<file path="config.mk">
export PLATFORM = sky130hd
export DESIGN_NAME = square_matrix_multiply_top
export DESIGN_NICKNAME = d
export VERILOG_FILES = /design/src/rtl/core/sqmm_pkg.sv /design/src/rtl/core/sqmm_cell.sv /design/src/rtl/core/square_matrix_multiply_top.sv
export SDC_FILE = /design/constraint.sdc
export NUM_CORES = 2
export LEC_CHECK = 0
export BUFFER_PORTS_ARGS = -buffer_cell sky130_fd_sc_hd__buf_2
export CORE_UTILIZATION = 55
export CTS_BUF_LIST = sky130_fd_sc_hd__clkbuf_16
export CTS_CLUSTER_DIAMETER = 120
export DETAILED_ROUTE_END_ITERATION = 6
export GPL_TIMING_DRIVEN = 1
export PLACE_DENSITY = 0.81
export SLEW_MARGIN = 20
export SYNTH_ARGS = -nofsm -noshare
export SYNTH_HDL_FRONTEND = slang
export SYNTH_HIERARCHICAL = 1
export SYNTH_SLANG_ARGS = --single-unit
export TNS_END_PERCENT = 10
</file>
<file path="constraint.sdc">
create_clock -name clk -period 10.9 [get_ports clk]
set_clock_uncertainty 0.05 [all_clocks]
set_input_delay 0 -clock clk [delete_from_list [all_inputs] [get_ports clk]]
set_output_delay 0 -clock clk [all_outputs]
set_load 0.05 [all_outputs]
</file>
<file path="src/rtl/core/sqmm_pkg.sv">
package sqmm_pkg;

	localparam logic [1:0] OP_WRITE_A = 2'd0;
	localparam logic [1:0] OP_WRITE_B = 2'd1;
	localparam logic [1:0] OP_COMPUTE = 2'd2;

	localparam int ELEM_W = 16;
	localparam int PROD_W = 34;

	typedef logic [2:0] idx_t;

	typedef struct packed {
		logic                     valid;
		logic                     last;
		idx_t                     row;
		idx_t                     col;
		logic signed [PROD_W-1:0] psum;
	} stage_t;

	typedef struct packed {
		logic                     a_we;
		logic                     b_we;
		idx_t                     row;
		idx_t                     col;
		logic signed [ELEM_W-1:0] value;
	} wr_t;

endpackage

</file>
<file path="src/rtl/core/sqmm_cell.sv">
module sqmm_cell #(
	parameter int DIM = 4,
	parameter int K   = 0
) (
	input  logic            clk,
	input  logic            arst_n,
	input  logic            adv,
	input  sqmm_pkg::wr_t    wr,
	input  sqmm_pkg::stage_t in_stage,
	output sqmm_pkg::stage_t out_stage
);
	localparam int IW = (DIM > 1) ? $clog2(DIM) : 1;

	logic signed [sqmm_pkg::ELEM_W-1:0] a_mem [0:DIM-1];
	logic signed [sqmm_pkg::ELEM_W-1:0] b_mem [0:DIM-1];
	logic signed [sqmm_pkg::ELEM_W-1:0] a_val;
	logic signed [sqmm_pkg::ELEM_W-1:0] b_val;
	logic signed [2*sqmm_pkg::ELEM_W-1:0] prod;
	logic                                valid_q;
	logic                                last_q;
	sqmm_pkg::idx_t                      row_q;
	sqmm_pkg::idx_t                      col_q;
	logic signed [sqmm_pkg::PROD_W-1:0]  psum_q;

	always_ff @(posedge clk) begin
		if (wr.a_we && wr.col == sqmm_pkg::idx_t'(K)) begin
			a_mem[wr.row[IW-1:0]] <= wr.value;
		end
		if (wr.b_we && wr.row == sqmm_pkg::idx_t'(K)) begin
			b_mem[wr.col[IW-1:0]] <= wr.value;
		end
	end

	assign a_val = a_mem[in_stage.row[IW-1:0]];
	assign b_val = b_mem[in_stage.col[IW-1:0]];
	assign prod  = a_val * b_val;

	always_ff @(posedge clk or negedge arst_n) begin
		if (!arst_n) begin
			valid_q <= 1'b0;
		end else if (adv) begin
			valid_q <= in_stage.valid;
		end
	end

	always_ff @(posedge clk) begin
		if (adv) begin
			last_q <= in_stage.last;
			row_q  <= in_stage.row;
			col_q  <= in_stage.col;
			psum_q <= in_stage.psum + sqmm_pkg::PROD_W'(prod);
		end
	end

	assign out_stage.valid = valid_q;
	assign out_stage.last  = last_q;
	assign out_stage.row   = row_q;
	assign out_stage.col   = col_q;
	assign out_stage.psum  = psum_q;

endmodule

</file>
<file path="src/rtl/core/square_matrix_multiply_top.sv">
// Write of an A or B element: one transfer per cycle while no compute is running.
// Compute: DIM*DIM results, one result per cycle while the output is not stalled,
// passing through the chain of DIM multiply-add cells into the output register.
// The next input is taken once the last result has entered the output register.
// arst_n clears all control state; the matrix stores stay undefined until written.
module square_matrix_multiply_top #(
	parameter int DIM = 4
) (
	input  logic        clk,
	input  logic        arst_n,
	input  logic        s_axis_tvalid,
	output logic        s_axis_tready,
	input  logic [23:0] s_axis_tdata,  // operation, row_index, col_index, element_value
	output logic        m_axis_tvalid,
	input  logic        m_axis_tready,
	output logic [39:0] m_axis_tdata,  // out_row, out_col, product_value
	output logic        m_axis_tlast   // last_of_run
);
	logic [1:0]        op;
	sqmm_pkg::idx_t    in_row;
	sqmm_pkg::idx_t    in_col;
	logic              accept;
	logic              in_range;
	logic              adv;
	logic              busy_q;
	logic              issue_q;
	sqmm_pkg::idx_t    r_q;
	sqmm_pkg::idx_t    c_q;
	logic              seq_last;
	logic              c_end;
	sqmm_pkg::wr_t     wr;
	sqmm_pkg::stage_t  chain [0:DIM];
	sqmm_pkg::stage_t  out_q;
	logic              out_valid_q;

	assign op       = s_axis_tdata[1:0];
	assign in_row   = {1'b0, s_axis_tdata[3:2]};
	assign in_col   = {1'b0, s_axis_tdata[5:4]};
	assign accept   = s_axis_tvalid && s_axis_tready;
	assign in_range = ({1'b0, in_row} < 4'(DIM)) && ({1'b0, in_col} < 4'(DIM));

	assign wr.a_we  = accept && in_range && op == sqmm_pkg::OP_WRITE_A;
	assign wr.b_we  = accept && in_range && op == sqmm_pkg::OP_WRITE_B;
	assign wr.row   = in_row;
	assign wr.col   = in_col;
	assign wr.value = s_axis_tdata[21:6];

	assign s_axis_tready = !busy_q;
	assign adv           = !out_valid_q || m_axis_tready;
	assign c_end         = c_q == sqmm_pkg::idx_t'(DIM - 1);
	assign seq_last      = c_end && r_q == sqmm_pkg::idx_t'(DIM - 1);

	always_ff @(posedge clk or negedge arst_n) begin
		if (!arst_n) begin
			busy_q  <= 1'b0;
			issue_q <= 1'b0;
			r_q     <= '0;
			c_q     <= '0;
		end else begin
			if (accept && op == sqmm_pkg::OP_COMPUTE) begin
				busy_q  <= 1'b1;
				issue_q <= 1'b1;
				r_q     <= '0;
				c_q     <= '0;
			end else begin
				if (adv && issue_q) begin
					if (seq_last) begin
						issue_q <= 1'b0;
					end
					if (c_end) begin
						c_q <= '0;
						r_q <= r_q + 1'b1;
					end else begin
						c_q <= c_q + 1'b1;
					end
				end
				if (adv && chain[DIM].valid && chain[DIM].last) begin
					busy_q <= 1'b0;
				end
			end
		end
	end

	assign chain[0].valid = issue_q;
	assign chain[0].last  = seq_last;
	assign chain[0].row   = r_q;
	assign chain[0].col   = c_q;
	assign chain[0].psum  = '0;

	for (genvar k = 0; k < DIM; k++) begin : g_cell
		sqmm_cell #(
			.DIM(DIM),
			.K  (k)
		) u_cell (
			.clk      (clk),
			.arst_n   (arst_n),
			.adv      (adv),
			.wr       (wr),
			.in_stage (chain[k]),
			.out_stage(chain[k+1])
		);
	end

	always_ff @(posedge clk or negedge arst_n) begin
		if (!arst_n) begin
			out_valid_q <= 1'b0;
		end else if (adv) begin
			out_valid_q <= chain[DIM].valid;
		end
	end

	always_ff @(posedge clk) begin
		if (adv) begin
			out_q <= chain[DIM];
		end
	end

	assign m_axis_tvalid = out_valid_q;
	assign m_axis_tdata  = {2'b00, out_q.psum, out_q.col[1:0], out_q.row[1:0]};
	assign m_axis_tlast  = out_q.last;

endmodule

</file>
==> results.sh <==
export IMPL_design_area_mm2=0.07592
export IMPL_instances_no_fill=7961
export IMPL_place_inst=7801
export IMPL_cp_cell_sequence="buf_4 > mux2i_1 > nand2_1 > o21ai_1 > clkinv_1 > nand2_1 > fa_1 > fa_1 > fa_1 > fa_1 > fa_1 > fa_1 > inv_1 > ha_1 > a2111oi_0 > a22oi_1 > a21boi_1 > a221o_1 > a221oi_1 > a21oi_1 > xor2_1"
export IMPL_cp_common_cell="fa_1"
export IMPL_syn_instance_count=6135
export IMPL_cts_made_buffers=77
export IMPL_required_ns=11.27
export IMPL_grt_pass1_vias=48780
export IMPL_grt_ovfl_total=0
export IMPL_gp_congestion=0.9590
export IMPL_wire_per_inst_um=21.78
export IMPL_cts_htree_levels=3
export IMPL_drv_cap=0
export IMPL_clkLatencyLatePin_ns=0.68
export IMPL_crit_path_end_kind="flip-flop"
export IMPL_setup_viol=0
export IMPL_cts_sinks=720
export IMPL_critPathLaunchType="flip-flop"
export IMPL_setup_tns_ns=0
export IMPL_max_stage_delay_ns=0.74
export IMPL_max_freq_mhz=112.9
export IMPL_critPathKind="reg -> reg"
export IMPL_grt_met2_usage_pct=46.89
export IMPL_grt_max_degree=101
export IMPL_top_usage_layer="met2"
export IMPL_antenna_left=0
export IMPL_dieArea_mm2=0.1299
export IMPL_drcViolationCount=0
export IMPL_worst_pin_slew_ns=1.184
export IMPL_clockBufferDepth=3
export IMPL_die_y_um=360.4
export IMPL_dp_hpwl_um=133500
export IMPL_grt_usage_pct=27.59
export IMPL_critPathBufInv=3
export IMPL_rsz0062_at_grt="false"
export IMPL_first_pass_iters=6
export IMPL_worstPathMaxFanout=21
export IMPL_synth_warnings=6
export IMPL_arrival_ns=9.22
export IMPL_path_clk_slew_ns=0.06
export IMPL_fp_row_count=131
export IMPL_portBuffers=66
export IMPL_coreArea_mm2=0.1275
export IMPL_area_growth_pct=7.456
export IMPL_fin_crit_ns=8.857
export IMPL_nets=7897
export IMPL_hold_viol_final=0
export IMPL_via_per_inst=5.627
export IMPL_first_iter_violations=3520
export IMPL_initial_core_util_pct=55.40
export IMPL_path_delay_family="adder cells"
export IMPL_cts_root_buf="clkbuf_16"
export IMPL_met1_usage_pct=33.38
export IMPL_io_pins=71
export IMPL_grt_util_met3_pct=4.467
export IMPL_place_area_mm2=0.07311
export IMPL_final_util_pct=59.53
export IMPL_synth_area_per_cell_um2=11.52
export IMPL_outcome="completed"
export IMPL_netlist_area_mm2=0.07065
export IMPL_slew_violations=0
export IMPL_cp_slowest_cell="dfrtp_1"
export IMPL_fin_crit_sh_pct=81.26
export IMPL_drt_wl_total_um=173400
export IMPL_post_cts_resize_count=0
export IMPL_relSlewSlack_pct=20.51
export IMPL_cts_tree="done"
export IMPL_grt_pass1_wl_um=272300
export IMPL_die_w_um=360.4
export IMPL_drive_gt1_share_pct=7.145
export IMPL_antenna_found_initial=6
export IMPL_hp_class="in -> reg"
export IMPL_vias=44800
worst reg2reg max path, stage by stage (launching register included):
cell and delay, ns:
dfrtp_1 0.74, buf_4 0.44, mux2i_1 0.23, nand2_1 0.06, o21ai_1 0.54, clkinv_1 0.62
nand2_1 0.31, fa_1 0.47, fa_1 0.54, fa_1 0.54, fa_1 0.54, fa_1 0.52
fa_1 0.54, inv_1 0.04, ha_1 0.36, a2111oi_0 0.53, a22oi_1 0.16, a21boi_1 0.20
a221o_1 0.42, a221oi_1 0.44, a21oi_1 0.14, xor2_1 0.16
final cells by class:
type                            count  area [um2]
Multi-Input combinational cell   3870       43330
Tap cell                         1662        2079
Clock inverter                     62       678.2
Fill cell                        9954       51600
Inverter                         1418        5330
Clock buffer                       77        1927
Sequential cell                   720       21560
Timing Repair Buffer              151        1018
Antenna cell                        1       2.502
through the flow:
step           hold WS [ns]  setup WS [ns]
3_3_place_gp        -0.1581          2.359
3_5_place_dp        -0.1467          2.157
2_1_floorplan       -0.3456          3.395
4_1_cts           0.0005104          2.158
5_1_grt             0.01023          1.853
6_report            0.03828          2.043
what timing repair did:
| action | CTS | global route |
|---|---|---|
| setup buffers | 0 | 0 |
| hold buffers | 19 | 1 |
| endpoints found under the hold margin | 247 | 11 |
registers in the layout (all words and copies together) (netlist names):
register / flops
busy_q: 1
g_cell.u_cell/b_mem: 256
m_axis_tvalid: 1
g_cell.u_cell/valid_q: 4
c_q: 3
g_cell.u_cell/psum_q: 136
g_cell.u_cell/col_q: 8
g_cell.u_cell/last_q: 4
g_cell.u_cell/row_q: 8
issue_q: 1
m_axis_tlast: 1
r_q: 3
m_axis_tdata: 38
g_cell.u_cell/a_mem: 256
metal layers:
metal | wire length [um] | part of all wire, %
met2 | 85690 | 49
met5 | 27 | 0.016
met1 | 63890 | 37
met4 | 11800 | 6.8
met3 | 12020 | 6.9
layout by cell type (no fill, tap or decap), types with 46 or more instances in the layout:
cell type     n
a21o_1       46
a21oi_1      90
and2_1      119
buf_2        66
buf_4        65
clkbuf_16    77
conb_1       49
edfxtp_1    707
fa_1       1219
ha_1        411
inv_1      1423
mux2_2       65
mux2i_1      65
mux4_2       68
nand2_1     690
nor2_1      383
nor2b_1      46
o21a_1       76
o21ai_0      66
o21ai_1      47
xnor2_1     102
final timing paths:
| check | from | end | slack (ns) | cells past startpoint |
|---|---|---|---|---|
| worst max register to register | c_q[1] | g_cell[0].u_cell/psum_q[31] | 2.04 | 21 |
| min in group asynchronous | arst_n | g_cell[3].u_cell/valid_q | 0.36 | 3 |
| worst max-delay path | c_q[1] | g_cell[0].u_cell/psum_q[31] | 2.04 | 21 |
| max in group asynchronous | arst_n | c_q[1] | 10.06 | 3 |
| worst min-delay path | s_axis_tdata[16] | g_cell[0].u_cell/a_mem[2][10] | 0.04 | 1 |
| worst min register to register | g_cell[3].u_cell/psum_q[0] | m_axis_tdata[4] | 0.37 | 0 |
Power is left out: the tool's default activity adds up to more than one toggle a clock period on the data nets, which glitch-free logic cannot reach.
